**config.mk**
```make
export PLATFORM = sky130hd
export DESIGN_NAME = char_lcd_frame_refresher
export DESIGN_NICKNAME = d
export VERILOG_FILES = /design/src/rtl/core/clfr_pkg.sv /design/src/rtl/core/clfr_ctrl.sv /design/src/rtl/core/clfr_datapath.sv /design/src/rtl/core/char_lcd_frame_refresher.sv
export SDC_FILE = /design/constraint.sdc
export NUM_CORES = 2
export LEC_CHECK = 0
export BUFFER_PORTS_ARGS = -buffer_cell sky130_fd_sc_hd__buf_4
export CORE_ASPECT_RATIO = 0.6
export CORE_MARGIN = 5
export CORE_UTILIZATION = 30
export CTS_BUF_LIST = sky130_fd_sc_hd__clkbuf_4 sky130_fd_sc_hd__clkbuf_8 sky130_fd_sc_hd__clkbuf_16
export DETAILED_ROUTE_END_ITERATION = 16
export GPL_ROUTABILITY_DRIVEN = 0
export PLACE_DENSITY = 0.5
export SLEW_MARGIN = 20
export SYNTH_ARGS = -nofsm -noshare
export SYNTH_HDL_FRONTEND = slang
export SYNTH_HIERARCHICAL = 1
export SYNTH_SLANG_ARGS = --single-unit
```
**constraint.sdc**
```tcl
create_clock -name clk -period 7.02 [get_ports clk]
set_input_delay 1.404 -clock clk [delete_from_list [all_inputs] [get_ports clk]]
set_output_delay 1.404 -clock clk [all_outputs]
set_load 0.02 [all_outputs]
```
**src/rtl/core/clfr_pkg.sv**
```systemverilog
// Shared types and constants for the character LCD frame refresher.
// Item and result structs, controller/datapath command and status, bus codes.
// No dependencies.
package clfr_pkg;

    // Field and register widths fixed by the interface
    localparam int CFG_INDEX_W = 3;
    localparam int CFG_DATA_W  = 6;

    // Input item modes
    localparam logic [1:0] MODE_START    = 2'd0;
    localparam logic [1:0] MODE_DATA     = 2'd1;
    localparam logic [1:0] MODE_BUS_DONE = 2'd2;

    // Result kinds
    localparam logic [1:0] KIND_BUS     = 2'd0;
    localparam logic [1:0] KIND_NOTICE  = 2'd1;
    localparam logic [1:0] KIND_SUMMARY = 2'd2;

    // Configuration register indexes
    localparam logic [CFG_INDEX_W-1:0] REG_LINE_WIDTH    = 3'd0;
    localparam logic [CFG_INDEX_W-1:0] REG_LINE_COUNT    = 3'd1;
    localparam logic [CFG_INDEX_W-1:0] REG_WINDOW_LEFT   = 3'd2;
    localparam logic [CFG_INDEX_W-1:0] REG_WINDOW_TOP    = 3'd3;
    localparam logic [CFG_INDEX_W-1:0] REG_WINDOW_RIGHT  = 3'd4;
    localparam logic [CFG_INDEX_W-1:0] REG_WINDOW_BOTTOM = 3'd5;
    localparam logic [CFG_INDEX_W-1:0] REG_NOTIFY_ENABLE = 3'd6;

    // Register reset values
    localparam logic [5:0] RST_LINE_WIDTH    = 6'd16;
    localparam logic [2:0] RST_LINE_COUNT    = 3'd2;
    localparam logic [5:0] RST_WINDOW_LEFT   = 6'd0;
    localparam logic [1:0] RST_WINDOW_TOP    = 2'd0;
    localparam logic [5:0] RST_WINDOW_RIGHT  = 6'd15;
    localparam logic [1:0] RST_WINDOW_BOTTOM = 2'd1;

    // LCD bus codes
    localparam logic [7:0] CMD_FUNCTION_SET = 8'h38;
    localparam logic [7:0] CMD_DISPLAY_ON   = 8'h0C;
    localparam logic [7:0] CMD_ENTRY_MODE   = 8'h06;
    localparam logic [7:0] CMD_CURSOR_SHIFT = 8'h10;
    localparam logic [7:0] CMD_SET_ADDR     = 8'h80;
    localparam logic [7:0] ADDR_LINE_OFFSET = 8'h40;
    localparam logic [7:0] CHAR_SPACE       = 8'h20;
    localparam logic [7:0] TOTAL_MAX        = 8'hFF;

    typedef struct packed {
        logic [1:0] mode;
        logic [7:0] data_byte;
        logic       end_of_write;
    } item_t;

    typedef struct packed {
        logic [1:0] kind;
        logic       rs_level;
        logic [7:0] bus_byte;
        logic       burst_last;
        logic [7:0] accepted_count;
    } result_t;

    // Refresh phase of the display
    typedef enum logic [1:0] {
        PH_IDLE,
        PH_RESET,
        PH_ADDR,
        PH_DATA
    } phase_t;

    // Controller states
    typedef enum logic [2:0] {
        ST_IDLE,
        ST_EXEC,
        ST_SETUP,
        ST_POS_EOW,
        ST_SUMMARY,
        ST_POS,
        ST_NOTICE,
        ST_CHAR
    } ctrl_state_t;

    // Source of an emitted result
    typedef enum logic [2:0] {
        SRC_SETUP,
        SRC_POS,
        SRC_CHAR,
        SRC_NOTICE,
        SRC_SUMMARY
    } emit_src_t;

    typedef struct packed {
        logic      capture;
        logic      store;
        logic      phase_we;
        phase_t    phase_val;
        logic      line_clr;
        logic      line_inc;
        logic      pend_set;
        logic      pend_clr;
        logic      wpos_clr;
        logic      seq_clr;
        logic      seq_inc;
        logic      rd_start;
        logic      rd_next;
        logic      emit;
        emit_src_t src;
        logic      last;
    } cmd_t;

    typedef struct packed {
        logic [1:0] mode;
        logic       end_of_write;
        phase_t     phase;
        logic       pending;
        logic       notify;
        logic       more_lines;
        logic       can_emit;
        logic       seq_last;
        logic       char_last;
    } status_t;

    // Set-up command sequence
    function automatic logic [7:0] setup_cmd(input logic [1:0] step);
        logic [7:0] code;
        unique case (step)
            2'd0: code = CMD_FUNCTION_SET;
            2'd1: code = CMD_DISPLAY_ON;
            2'd2: code = CMD_ENTRY_MODE;
            2'd3: code = CMD_CURSOR_SHIFT;
            default: code = CMD_CURSOR_SHIFT;
        endcase
        return code;
    endfunction

endpackage

```
**src/rtl/core/clfr_ctrl.sv**
```systemverilog
// Sequencing controller of the character LCD frame refresher.
// Decodes each item and steps the datapath one result at a time.
// Depends on clfr_pkg.
module clfr_ctrl (
    input  logic              clk,
    input  logic              rst_n,
    input  logic              item_valid,
    output logic              item_stall,
    input  clfr_pkg::status_t st,
    output clfr_pkg::cmd_t    cmd
);

    clfr_pkg::ctrl_state_t state_reg;
    clfr_pkg::ctrl_state_t state_next;

    // State register
    always_ff @(posedge clk or negedge rst_n)
    begin
        if (!rst_n)
        begin
            state_reg <= clfr_pkg::ST_IDLE;
        end
        else
        begin
            state_reg <= state_next;
        end
    end

    // Next state
    always_comb
    begin
        state_next = state_reg;
        unique case (state_reg)
            clfr_pkg::ST_IDLE:
            begin
                if (item_valid)
                begin
                    state_next = clfr_pkg::ST_EXEC;
                end
            end
            clfr_pkg::ST_EXEC:
            begin
                priority if (st.mode == clfr_pkg::MODE_START)
                begin
                    state_next = clfr_pkg::ST_SETUP;
                end
                else if (st.mode == clfr_pkg::MODE_DATA)
                begin
                    priority if (!st.end_of_write)
                        state_next = clfr_pkg::ST_IDLE;
                    else if (st.phase == clfr_pkg::PH_IDLE)
                        state_next = clfr_pkg::ST_POS_EOW;
                    else
                        state_next = clfr_pkg::ST_SUMMARY;
                end
                else if (st.mode == clfr_pkg::MODE_BUS_DONE)
                begin
                    priority if (st.phase == clfr_pkg::PH_ADDR)
                        state_next = clfr_pkg::ST_CHAR;
                    else if (st.phase == clfr_pkg::PH_DATA && st.more_lines)
                        state_next = clfr_pkg::ST_POS;
                    else if (st.pending)
                        state_next = clfr_pkg::ST_POS;
                    else if (st.notify)
                        state_next = clfr_pkg::ST_NOTICE;
                    else
                        state_next = clfr_pkg::ST_IDLE;
                end
                else
                begin
                    state_next = clfr_pkg::ST_IDLE;
                end
            end
            clfr_pkg::ST_SETUP:
            begin
                if (st.can_emit && st.seq_last)
                    state_next = clfr_pkg::ST_IDLE;
            end
            clfr_pkg::ST_POS_EOW:
            begin
                if (st.can_emit)
                    state_next = clfr_pkg::ST_SUMMARY;
            end
            clfr_pkg::ST_SUMMARY, clfr_pkg::ST_POS, clfr_pkg::ST_NOTICE:
            begin
                if (st.can_emit)
                    state_next = clfr_pkg::ST_IDLE;
            end
            clfr_pkg::ST_CHAR:
            begin
                if (st.can_emit && st.char_last)
                    state_next = clfr_pkg::ST_IDLE;
            end
            default:
            begin
                state_next = clfr_pkg::ST_IDLE;
            end
        endcase
    end

    // Commands to the datapath
    always_comb
    begin
        cmd           = '0;
        cmd.phase_val = clfr_pkg::PH_IDLE;
        cmd.src       = clfr_pkg::SRC_SETUP;
        item_stall    = 1'b1;
        unique case (state_reg)
            clfr_pkg::ST_IDLE:
            begin
                item_stall  = 1'b0;
                cmd.capture = item_valid;
            end
            clfr_pkg::ST_EXEC:
            begin
                priority if (st.mode == clfr_pkg::MODE_START)
                begin
                    cmd.phase_we  = 1'b1;
                    cmd.phase_val = clfr_pkg::PH_RESET;
                    cmd.line_clr  = 1'b1;
                    cmd.pend_set  = 1'b1;
                    cmd.seq_clr   = 1'b1;
                end
                else if (st.mode == clfr_pkg::MODE_DATA)
                begin
                    cmd.store = 1'b1;
                    if (st.end_of_write)
                    begin
                        if (st.phase == clfr_pkg::PH_IDLE)
                        begin
                            cmd.phase_we  = 1'b1;
                            cmd.phase_val = clfr_pkg::PH_ADDR;
                            cmd.line_clr  = 1'b1;
                        end
                        else
                        begin
                            cmd.pend_set = 1'b1;
                        end
                    end
                end
                else if (st.mode == clfr_pkg::MODE_BUS_DONE)
                begin
                    cmd.phase_we = 1'b1;
                    priority if (st.phase == clfr_pkg::PH_ADDR)
                    begin
                        cmd.phase_val = clfr_pkg::PH_DATA;
                        cmd.rd_start  = 1'b1;
                    end
                    else if (st.phase == clfr_pkg::PH_DATA && st.more_lines)
                    begin
                        cmd.phase_val = clfr_pkg::PH_ADDR;
                        cmd.line_inc  = 1'b1;
                    end
                    else if (st.pending)
                    begin
                        // refresh restarts from the top line
                        cmd.phase_val = clfr_pkg::PH_ADDR;
                        cmd.line_clr  = 1'b1;
                        cmd.pend_clr  = 1'b1;
                    end
                    else
                    begin
                        cmd.phase_val = clfr_pkg::PH_IDLE;
                    end
                end
                else
                begin
                    cmd.store = 1'b0;
                end
            end
            clfr_pkg::ST_SETUP:
            begin
                cmd.emit    = st.can_emit;
                cmd.src     = clfr_pkg::SRC_SETUP;
                cmd.last    = st.seq_last;
                cmd.seq_inc = st.can_emit;
            end
            clfr_pkg::ST_POS_EOW:
            begin
                cmd.emit = st.can_emit;
                cmd.src  = clfr_pkg::SRC_POS;
            end
            clfr_pkg::ST_SUMMARY:
            begin
                cmd.emit     = st.can_emit;
                cmd.src      = clfr_pkg::SRC_SUMMARY;
                cmd.last     = 1'b1;
                cmd.wpos_clr = st.can_emit;
            end
            clfr_pkg::ST_POS:
            begin
                cmd.emit = st.can_emit;
                cmd.src  = clfr_pkg::SRC_POS;
                cmd.last = 1'b1;
            end
            clfr_pkg::ST_NOTICE:
            begin
                cmd.emit = st.can_emit;
                cmd.src  = clfr_pkg::SRC_NOTICE;
                cmd.last = 1'b1;
            end
            clfr_pkg::ST_CHAR:
            begin
                cmd.emit    = st.can_emit;
                cmd.src     = clfr_pkg::SRC_CHAR;
                cmd.last    = st.char_last;
                cmd.rd_next = st.can_emit && !st.char_last;
            end
            default:
            begin
                item_stall = 1'b1;
            end
        endcase
    end

    // An accepted item is always decoded in the next cycle
    assert property (@(posedge clk) disable iff (!rst_n)
        (item_valid && !item_stall) |=> (state_reg == clfr_pkg::ST_EXEC))
        else $error("accepted item not decoded");

    // No result is pushed into an occupied, stalled output register
    assert property (@(posedge clk) disable iff (!rst_n)
        cmd.emit |-> st.can_emit)
        else $error("result emitted while output register blocked");

    // The last result of an item hands control back for the next item
    assert property (@(posedge clk) disable iff (!rst_n)
        (cmd.emit && cmd.last) |=> (state_reg == clfr_pkg::ST_IDLE))
        else $error("controller not idle after last result");

endmodule

```
**src/rtl/core/clfr_datapath.sv**
```systemverilog
// Datapath of the character LCD frame refresher: registers, frame buffer,
// write window arithmetic, refresh read-out and the result register.
// Depends on clfr_pkg.
module clfr_datapath #(
    parameter int MAX_WIDTH = 40,
    parameter int MAX_LINES = 4
) (
    input  logic                                clk,
    input  logic                                rst_n,
    input  logic                                cfg_write_en,
    input  logic [clfr_pkg::CFG_INDEX_W-1:0]    cfg_index,
    input  logic [clfr_pkg::CFG_DATA_W-1:0]     cfg_data,
    input  clfr_pkg::item_t                     item,
    output logic                                result_valid,
    input  logic                                result_stall,
    output clfr_pkg::result_t                   result,
    input  clfr_pkg::cmd_t                      cmd,
    output clfr_pkg::status_t                   st
);

    localparam int DEPTH  = MAX_WIDTH * MAX_LINES;
    localparam int ADDR_W = $clog2(DEPTH);
    localparam logic [5:0] MAX_W6   = 6'(MAX_WIDTH);
    localparam logic [2:0] MAX_L3   = 3'(MAX_LINES);
    localparam logic [8:0] DEPTH9   = 9'(DEPTH);

    // Configuration registers
    logic [5:0] line_width_reg;
    logic [2:0] line_count_reg;
    logic [5:0] win_left_reg;
    logic [1:0] win_top_reg;
    logic [5:0] win_right_reg;
    logic [1:0] win_bottom_reg;
    logic       notify_reg;

    // Captured item
    clfr_pkg::item_t item_reg;

    // Refresh and write state
    clfr_pkg::phase_t phase_reg, phase_next;
    logic [1:0] line_reg, line_next;
    logic       pend_reg, pend_next;
    logic [1:0] wrow_reg, wrow_next;
    logic [5:0] wcol_reg, wcol_next;
    logic [7:0] total_reg, total_next;
    logic [1:0] seq_reg, seq_next;

    // Read-out
    logic [ADDR_W-1:0] rd_addr_reg;
    logic [ADDR_W-1:0] rd_addr;
    logic [5:0]        ccnt_reg;
    logic [7:0]        rd_data_reg;
    logic              rd_valid_reg;

    // Frame buffer; entries never written read as spaces
    logic [7:0]       mem [DEPTH];
    logic [DEPTH-1:0] valid_reg;

    // Result register
    clfr_pkg::result_t res_reg, res_next;
    logic              res_valid_reg;

    // Geometry and window arithmetic
    logic [5:0]        eff_w;
    logic [2:0]        eff_l;
    logic              win_ok;
    logic [6:0]        span;
    logic              in_win;
    logic [8:0]        idx_sum;
    logic              store_ok;
    logic [ADDR_W-1:0] wr_addr;
    logic [6:0]        col_inc;
    logic              wrap;
    logic [8:0]        rd_base;
    logic              can_emit;

    // Clamped geometry
    always_comb
    begin
        priority if (line_width_reg == 6'd0)
            eff_w = 6'd1;
        else if (line_width_reg > MAX_W6)
            eff_w = MAX_W6;
        else
            eff_w = line_width_reg;
        priority if (line_count_reg == 3'd0)
            eff_l = 3'd1;
        else if (line_count_reg > MAX_L3)
            eff_l = MAX_L3;
        else
            eff_l = line_count_reg;
    end

    // Write window position and buffer address
    always_comb
    begin
        win_ok   = (win_left_reg <= win_right_reg) && (win_top_reg <= win_bottom_reg)
                   && (win_right_reg < eff_w) && ({1'b0, win_bottom_reg} < eff_l);
        span     = {1'b0, win_right_reg} - {1'b0, win_left_reg} + 7'd1;
        in_win   = (wrow_reg <= win_bottom_reg) && ({1'b0, wcol_reg} < span);
        idx_sum  = ({7'd0, wrow_reg} * {3'd0, eff_w}) + {3'd0, win_left_reg}
                   + {3'd0, wcol_reg};
        store_ok = cmd.store && win_ok && in_win && (idx_sum < DEPTH9);
        wr_addr  = idx_sum[ADDR_W-1:0];
        col_inc  = {1'b0, wcol_reg} + 7'd1;
        wrap     = (col_inc >= span) && (wrow_reg < win_bottom_reg);
        rd_base  = {7'd0, line_reg} * {3'd0, eff_w};
        rd_addr  = cmd.rd_start ? rd_base[ADDR_W-1:0] : rd_addr_reg + ADDR_W'(1);
        can_emit = !res_valid_reg || !result_stall;
    end

    // Next values of the refresh and write state
    always_comb
    begin
        phase_next = cmd.phase_we ? cmd.phase_val : phase_reg;

        line_next = line_reg;
        if (cmd.line_clr)
            line_next = 2'd0;
        else if (cmd.line_inc)
            line_next = line_reg + 2'd1;

        pend_next = pend_reg;
        if (cmd.pend_set)
            pend_next = 1'b1;
        else if (cmd.pend_clr)
            pend_next = 1'b0;

        wrow_next  = wrow_reg;
        wcol_next  = wcol_reg;
        total_next = total_reg;
        priority if (cmd.wpos_clr)
        begin
            wrow_next  = win_top_reg;
            wcol_next  = 6'd0;
            total_next = 8'd0;
        end
        else if (store_ok)
        begin
            if (total_reg != clfr_pkg::TOTAL_MAX)
                total_next = total_reg + 8'd1;
            wcol_next = wrap ? 6'd0 : col_inc[5:0];
            wrow_next = wrap ? wrow_reg + 2'd1 : wrow_reg;
        end
        else
        begin
            wcol_next = wcol_reg;
        end

        seq_next = seq_reg;
        if (cmd.seq_clr)
            seq_next = 2'd0;
        else if (cmd.seq_inc)
            seq_next = seq_reg + 2'd1;
    end

    // Configuration and control registers
    always_ff @(posedge clk or negedge rst_n)
    begin
        if (!rst_n)
        begin
            line_width_reg <= clfr_pkg::RST_LINE_WIDTH;
            line_count_reg <= clfr_pkg::RST_LINE_COUNT;
            win_left_reg   <= clfr_pkg::RST_WINDOW_LEFT;
            win_top_reg    <= clfr_pkg::RST_WINDOW_TOP;
            win_right_reg  <= clfr_pkg::RST_WINDOW_RIGHT;
            win_bottom_reg <= clfr_pkg::RST_WINDOW_BOTTOM;
            notify_reg     <= 1'b0;
            phase_reg      <= clfr_pkg::PH_RESET;
            line_reg       <= 2'd0;
            pend_reg       <= 1'b1;
            wrow_reg       <= clfr_pkg::RST_WINDOW_TOP;
            wcol_reg       <= 6'd0;
            total_reg      <= 8'd0;
            seq_reg        <= 2'd0;
            res_valid_reg  <= 1'b0;
        end
        else
        begin
            if (cfg_write_en)
            begin
                unique case (cfg_index)
                    clfr_pkg::REG_LINE_WIDTH:    line_width_reg <= cfg_data;
                    clfr_pkg::REG_LINE_COUNT:    line_count_reg <= cfg_data[2:0];
                    clfr_pkg::REG_WINDOW_LEFT:   win_left_reg   <= cfg_data;
                    clfr_pkg::REG_WINDOW_TOP:    win_top_reg    <= cfg_data[1:0];
                    clfr_pkg::REG_WINDOW_RIGHT:  win_right_reg  <= cfg_data;
                    clfr_pkg::REG_WINDOW_BOTTOM: win_bottom_reg <= cfg_data[1:0];
                    clfr_pkg::REG_NOTIFY_ENABLE: notify_reg     <= cfg_data[0];
                    default:                     notify_reg     <= notify_reg;
                endcase
            end
            phase_reg <= phase_next;
            line_reg  <= line_next;
            pend_reg  <= pend_next;
            wrow_reg  <= wrow_next;
            wcol_reg  <= wcol_next;
            total_reg <= total_next;
            seq_reg   <= seq_next;
            if (cmd.emit)
                res_valid_reg <= 1'b1;
            else if (!result_stall)
                res_valid_reg <= 1'b0;
        end
    end

    // Item capture and read-out counters
    always_ff @(posedge clk)
    begin
        if (cmd.capture)
            item_reg <= item;
        if (cmd.rd_start)
            ccnt_reg <= 6'd0;
        else if (cmd.rd_next)
            ccnt_reg <= ccnt_reg + 6'd1;
        if (cmd.rd_start || cmd.rd_next)
            rd_addr_reg <= rd_addr;
    end

    // Frame buffer write and registered read
    always_ff @(posedge clk)
    begin
        if (store_ok)
            mem[wr_addr] <= item_reg.data_byte;
        if (cmd.rd_start || cmd.rd_next)
            rd_data_reg <= mem[rd_addr];
    end

    // Written flags, cleared by reset
    always_ff @(posedge clk or negedge rst_n)
    begin
        if (!rst_n)
        begin
            valid_reg    <= '0;
            rd_valid_reg <= 1'b0;
        end
        else
        begin
            if (store_ok)
                valid_reg[wr_addr] <= 1'b1;
            if (cmd.rd_start || cmd.rd_next)
                rd_valid_reg <= valid_reg[rd_addr];
        end
    end

    // Result selection
    always_comb
    begin
        res_next            = '0;
        res_next.burst_last = cmd.last;
        unique case (cmd.src)
            clfr_pkg::SRC_SETUP:
            begin
                res_next.kind     = clfr_pkg::KIND_BUS;
                res_next.bus_byte = clfr_pkg::setup_cmd(seq_reg);
            end
            clfr_pkg::SRC_POS:
            begin
                res_next.kind     = clfr_pkg::KIND_BUS;
                res_next.bus_byte = clfr_pkg::CMD_SET_ADDR
                                    | ((line_reg != 2'd0) ? clfr_pkg::ADDR_LINE_OFFSET : 8'd0);
            end
            clfr_pkg::SRC_CHAR:
            begin
                res_next.kind     = clfr_pkg::KIND_BUS;
                res_next.rs_level = 1'b1;
                res_next.bus_byte = rd_valid_reg ? rd_data_reg : clfr_pkg::CHAR_SPACE;
            end
            clfr_pkg::SRC_NOTICE:
            begin
                res_next.kind = clfr_pkg::KIND_NOTICE;
            end
            clfr_pkg::SRC_SUMMARY:
            begin
                res_next.kind           = clfr_pkg::KIND_SUMMARY;
                res_next.accepted_count = total_reg;
            end
            default:
            begin
                res_next.kind = clfr_pkg::KIND_BUS;
            end
        endcase
    end

    always_ff @(posedge clk)
    begin
        if (cmd.emit)
            res_reg <= res_next;
    end

    assign result_valid = res_valid_reg;
    assign result       = res_reg;

    // Status to the controller
    always_comb
    begin
        st              = '0;
        st.mode         = item_reg.mode;
        st.end_of_write = item_reg.end_of_write;
        st.phase        = phase_reg;
        st.pending      = pend_reg;
        st.notify       = notify_reg;
        st.more_lines   = ({1'b0, line_reg} + 3'd1) < eff_l;
        st.can_emit     = can_emit;
        st.seq_last     = (seq_reg == 2'd3);
        st.char_last    = (ccnt_reg == (eff_w - 6'd1));
    end

    // The single buffer port is never asked to write and read at once
    assert property (@(posedge clk) disable iff (!rst_n)
        cmd.store |-> !(cmd.rd_start || cmd.rd_next))
        else $error("buffer write collides with read-out");

    // Refresh line never leaves the configured maximum
    assert property (@(posedge clk) disable iff (!rst_n)
        cmd.line_inc |=> ({1'b0, line_reg} < MAX_L3))
        else $error("refresh line beyond display");

endmodule

```
**src/rtl/core/char_lcd_frame_refresher.sv**
```systemverilog
// Character LCD frame refresher: frame buffer and LCD bus byte sequencer.
// An item is taken in the idle state and decoded in the next cycle; results then
// leave the output register one per cycle unless the output is stalled.
// No new item is taken before the last result of the one before is emitted; a line
// read-out reads the registered RAM port once per cycle unless the output stalls.
// Reset (asynchronous): buffer reads as spaces via per-entry written flags.
module char_lcd_frame_refresher #(
    parameter int MAX_WIDTH = 40,
    parameter int MAX_LINES = 4
) (
    input  logic                             clk,
    input  logic                             rst_n,
    input  logic                             cfg_write_en,
    input  logic [clfr_pkg::CFG_INDEX_W-1:0] cfg_index,
    input  logic [clfr_pkg::CFG_DATA_W-1:0]  cfg_data,
    input  logic                             item_valid,
    output logic                             item_stall,
    input  clfr_pkg::item_t                  item,
    output logic                             result_valid,
    input  logic                             result_stall,
    output clfr_pkg::result_t                result
);

    clfr_pkg::cmd_t    cmd;
    clfr_pkg::status_t st;

    // Sequencer
    clfr_ctrl u_ctrl (
        .clk        (clk),
        .rst_n      (rst_n),
        .item_valid (item_valid),
        .item_stall (item_stall),
        .st         (st),
        .cmd        (cmd)
    );

    // Buffer, state and result register
    clfr_datapath #(
        .MAX_WIDTH (MAX_WIDTH),
        .MAX_LINES (MAX_LINES)
    ) u_datapath (
        .clk          (clk),
        .rst_n        (rst_n),
        .cfg_write_en (cfg_write_en),
        .cfg_index    (cfg_index),
        .cfg_data     (cfg_data),
        .item         (item),
        .result_valid (result_valid),
        .result_stall (result_stall),
        .result       (result),
        .cmd          (cmd),
        .st           (st)
    );

endmodule

```
==> run_results.csv <==
group,metric,value,unit
die,pin_count,47,
global_route,gr-total-overflow,0,
drt,drc,0,
power_and_ir_drop,power,0.0266,W
synth,synth_top_flop_cell,"edfxtp_1",
layout,fill_cells,21600,
die,fp.dieW,618,um
synth,synth.net_count,5705,
timing,hold_violations,0,
critical_path,crit_top_cell,"fa_1",
critical_path,cp.required,7510,ps
synth,async_flop_share,0.138,
global_route,grt_start_max_net_pins,207,
layout,area_growth,14.0,%
clock_tree,cts-hold-fix-buffers,0,
power_and_ir_drop,power_frac_clock,0.311,
timing,slew_headroom,0.249,
power_and_ir_drop,p_sw_frac,0.366,
critical_path,crit_slowest_cell,"nor3_1",
critical_path,cp_data_arrival_time,6830,ps
timing,post-route-period-util,0.903,
layout,drive_gt1_frac,0.126,
synth,synth_top_cell_by_area,"edfxtp_1",
power_and_ir_drop,comb_power_share,0.283,
die,die_height,375,um
global_route,antenna_found_initial,19,
critical_path,cp-end-kind,"flop",
die,coreArea,220000,um2
power_and_ir_drop,p_int,0.0169,W
synth,synth_top_area_share,0.600,
timing,grt_setup_unrepaired,"false",
synth,syn_inst,5600,
synth,syn_area,66500,um2
power_and_ir_drop,powerDensity,351,nW/um2
timing,clock.fmax,158,MHz
clock_tree,clk_pin_slew,60,ps
timing,period_minus_slack,6340,ps
drt,finalWirelength,214000,um
clock_tree,cts-resized-gates,0,
placement,hpwlAfterDp,129000,um
clock_tree,postCtsSetupBuffers,0,
drt,vias,46000,
layout,layout_common_cells,"nand2_1 (1434), edfxtp_1 (1327), nand3_1 (983)",
critical_path,cp-start-kind,"flop",
drt,drtIter0Drc,6046,
power_and_ir_drop,vdd_ir_drop_max,0.543,mV
synth,avgSynthCellArea,11.9,um2
power_and_ir_drop,p_sw,0.00974,W
drt,drt_pass1_iterations,6,
hold_path,hold_path_class,"flop to flop",
global_route,grt_pass1_wl,310000,um
die,initial_core_util,0.303,
flow_run,max-cap-violations,0,
clock_tree,cts-root-buf,"clkbuf_16",
clock_tree,clockBufferDepth,4,
clock_tree,insertion_delay,810,ps
clock_tree,cts_buffers,153,
timing,finalSetupTns,0,ps
timing,maxSlewViolCount,0,
global_route,grt_pass1_vias,43600,
layout,largest_register_ffs,1280,
synth,synth_edf_count,1327,
synth,synth.distinct_cells,92,
critical_path,cpPeakStageDelay,640,ps
layout,layout.nets,5751,
critical_path,critPathKind,"flop to flop",
outcome,status,"completed",
timing,worstMarginPinSlew,1120,ps
timing,setup_viol,0,
synth,synth-seq-cells,1547,
synth,synth-seq-area-share,0.682,
clock_tree,cts_sinks,1547,
drt,post_drt_wl_per_cell,24.7,um
critical_path,cp_max_fo,60,
critical_path,cp_cell_sequence,"o21ai_0, nand2_1, nor2_1, fa_1, fa_1, inv_1, fa_1, inv_1, a21oi_1, o21bai_1, a21oi_1, o21bai_1, xnor2_1, o2111a_1, nand3_2, buf_12, nor3_1, buf_4",
drt,drt.antenna.violating_nets,0,
die,row_count,133,
drt,vias_per_cell,5.31,
power_and_ir_drop,p_seq_frac,0.406,
clock_tree,htreeDepth,4,
clock_tree,cts_tree,"built",
layout,layout_commonest_cell,"nand2_1",
synth,yosys-top-cells-area,"edfxtp_1 (60%), nand2_1 (8.2%), dfrtp_1 (7.7%)",
die,die_area,231000,um2
timing,finClkSkew,73.0,ps
power_and_ir_drop,power.leakage,27.1,nW
synth,yosysWarnings,6,
global_route,track_usage,0.179,
placement,numPortBuffers,46,
[cells by family (layout without fill, tap and decap cells)]
logic type,after synthesis,after routing,share of synthesized area
AO/OA/AOI/OAI,512,512,0.0612
XOR/XNOR,36,36,0.00486
adder cells (fa/ha/maj),80,80,0.0165
buffers and inverters,469,620,0.0314
flip-flops,1547,1547,0.682
multiplexers,61,61,0.00964
other,0,2,0
AND/OR/NAND/NOR,2895,2895,0.194
[power by group through the flow]
stage / combinational [W] / sequential (W) / clock, W
5_1_grt: 0.00792 / 0.0108 / 0.00883
4_1_cts: 0.00745 / 0.0108 / 0.00843
2_1_floorplan: 0.00340 / 0.0112 / 0
6_report: 0.00753 / 0.0108 / 0.00827
3_5_place_dp: 0.00743 / 0.0110 / 0
3_3_place_gp: 0.00748 / 0.0110 / 0
[metal layers]
metal  global-route usage  vias up  share of wire
met5                    0        -        0.00019
met4               0.0290        6          0.015
met3               0.0435      233           0.10
met2                0.236     2160           0.39
met1                0.293    23100           0.49
li1                     -    20500              -
[metrics by stage]
step,std cells,hold slack [ps],setup slack (ps),area (um2),utilization
6_report,8655,457,680,75800,0.345
5_1_grt,8653,477,236,75800,0.345
4_1_cts,8653,458,708,75800,0.345
3_5_place_dp,8393,444,678,70900,0.323
3_3_place_gp,8393,440,673,70900,0.323
2_1_floorplan,5600,424,1510,66500,-
[cells in the mapped netlist (16+ instances only)]
master and n:
nand2_1 1443, edfxtp_1 1327, nand3_1 984, clkbuf_1 234
dfrtp_1 205, nor3_1 154, buf_2 119, a31o_2 112
nor2_1 112, a311oi_1 70, ha_1 67, and3_1 59
inv_1 54, a21oi_1 43, nand4_1 40, mux2i_1 37
o21bai_1 37, a41oi_1 34, o21ai_0 31, o211ai_1 29
buf_1 24, mux2_2 24, a211oi_1 23, a31oi_1 23
xnor2_1 21, and2_1 19, o21a_1 19, nor2b_1 17
buf_6 16
[cell type report]
type	instances	area, um2	area share
Antenna cell	2	5.00	0.0000660
Clock buffer	187	4160	0.0548
Clock inverter	73	698	0.00921
Inverter	59	244	0.00322
Multi-Input combinational cell	3584	19100	0.253
Sequential cell	1547	45300	0.598
Tap cell	2902	3630	0.0479
Timing Repair Buffer	301	2580	0.0340
[critical path, delay by kind of cell (launching register included)]
family | cells | cell delay [ps]
compound gates | 6 | 1700
fa+ha+maj | 3 | 1500
simple gates | 4 | 1330
buf+inv | 4 | 670
flops | 1 | 450
xor+xnor | 1 | 310
[path summary, 6_finish.rpt]
kind	startpoint	end	slack [ps]	depth (start not counted)
setup / recovery	u_datapath/line_width_reg[3]$_DFFE_PN0P_	u_datapath/mem[34][5]$_DFFE_PP_	680	18
hold / removal	u_datapath/valid_reg[113]$_DFFE_PN0N_	u_datapath/valid_reg[113]$_DFFE_PN0N_	460	2
setup reg to reg	u_datapath/line_width_reg[3]$_DFFE_PN0P_	u_datapath/mem[34][5]$_DFFE_PP_	680	18
hold reg to reg	u_datapath/valid_reg[113]$_DFFE_PN0N_	u_datapath/valid_reg[113]$_DFFE_PN0N_	460	2
max in group asynchronous	rst_n	u_datapath/valid_reg[52]$_DFFE_PN0N_	5200	2
min in group asynchronous	rst_n	u_datapath/win_bottom_reg[1]$_DFFE_PN0P_	580	1
No activity file was read; power rests on OpenSTA's default activity.
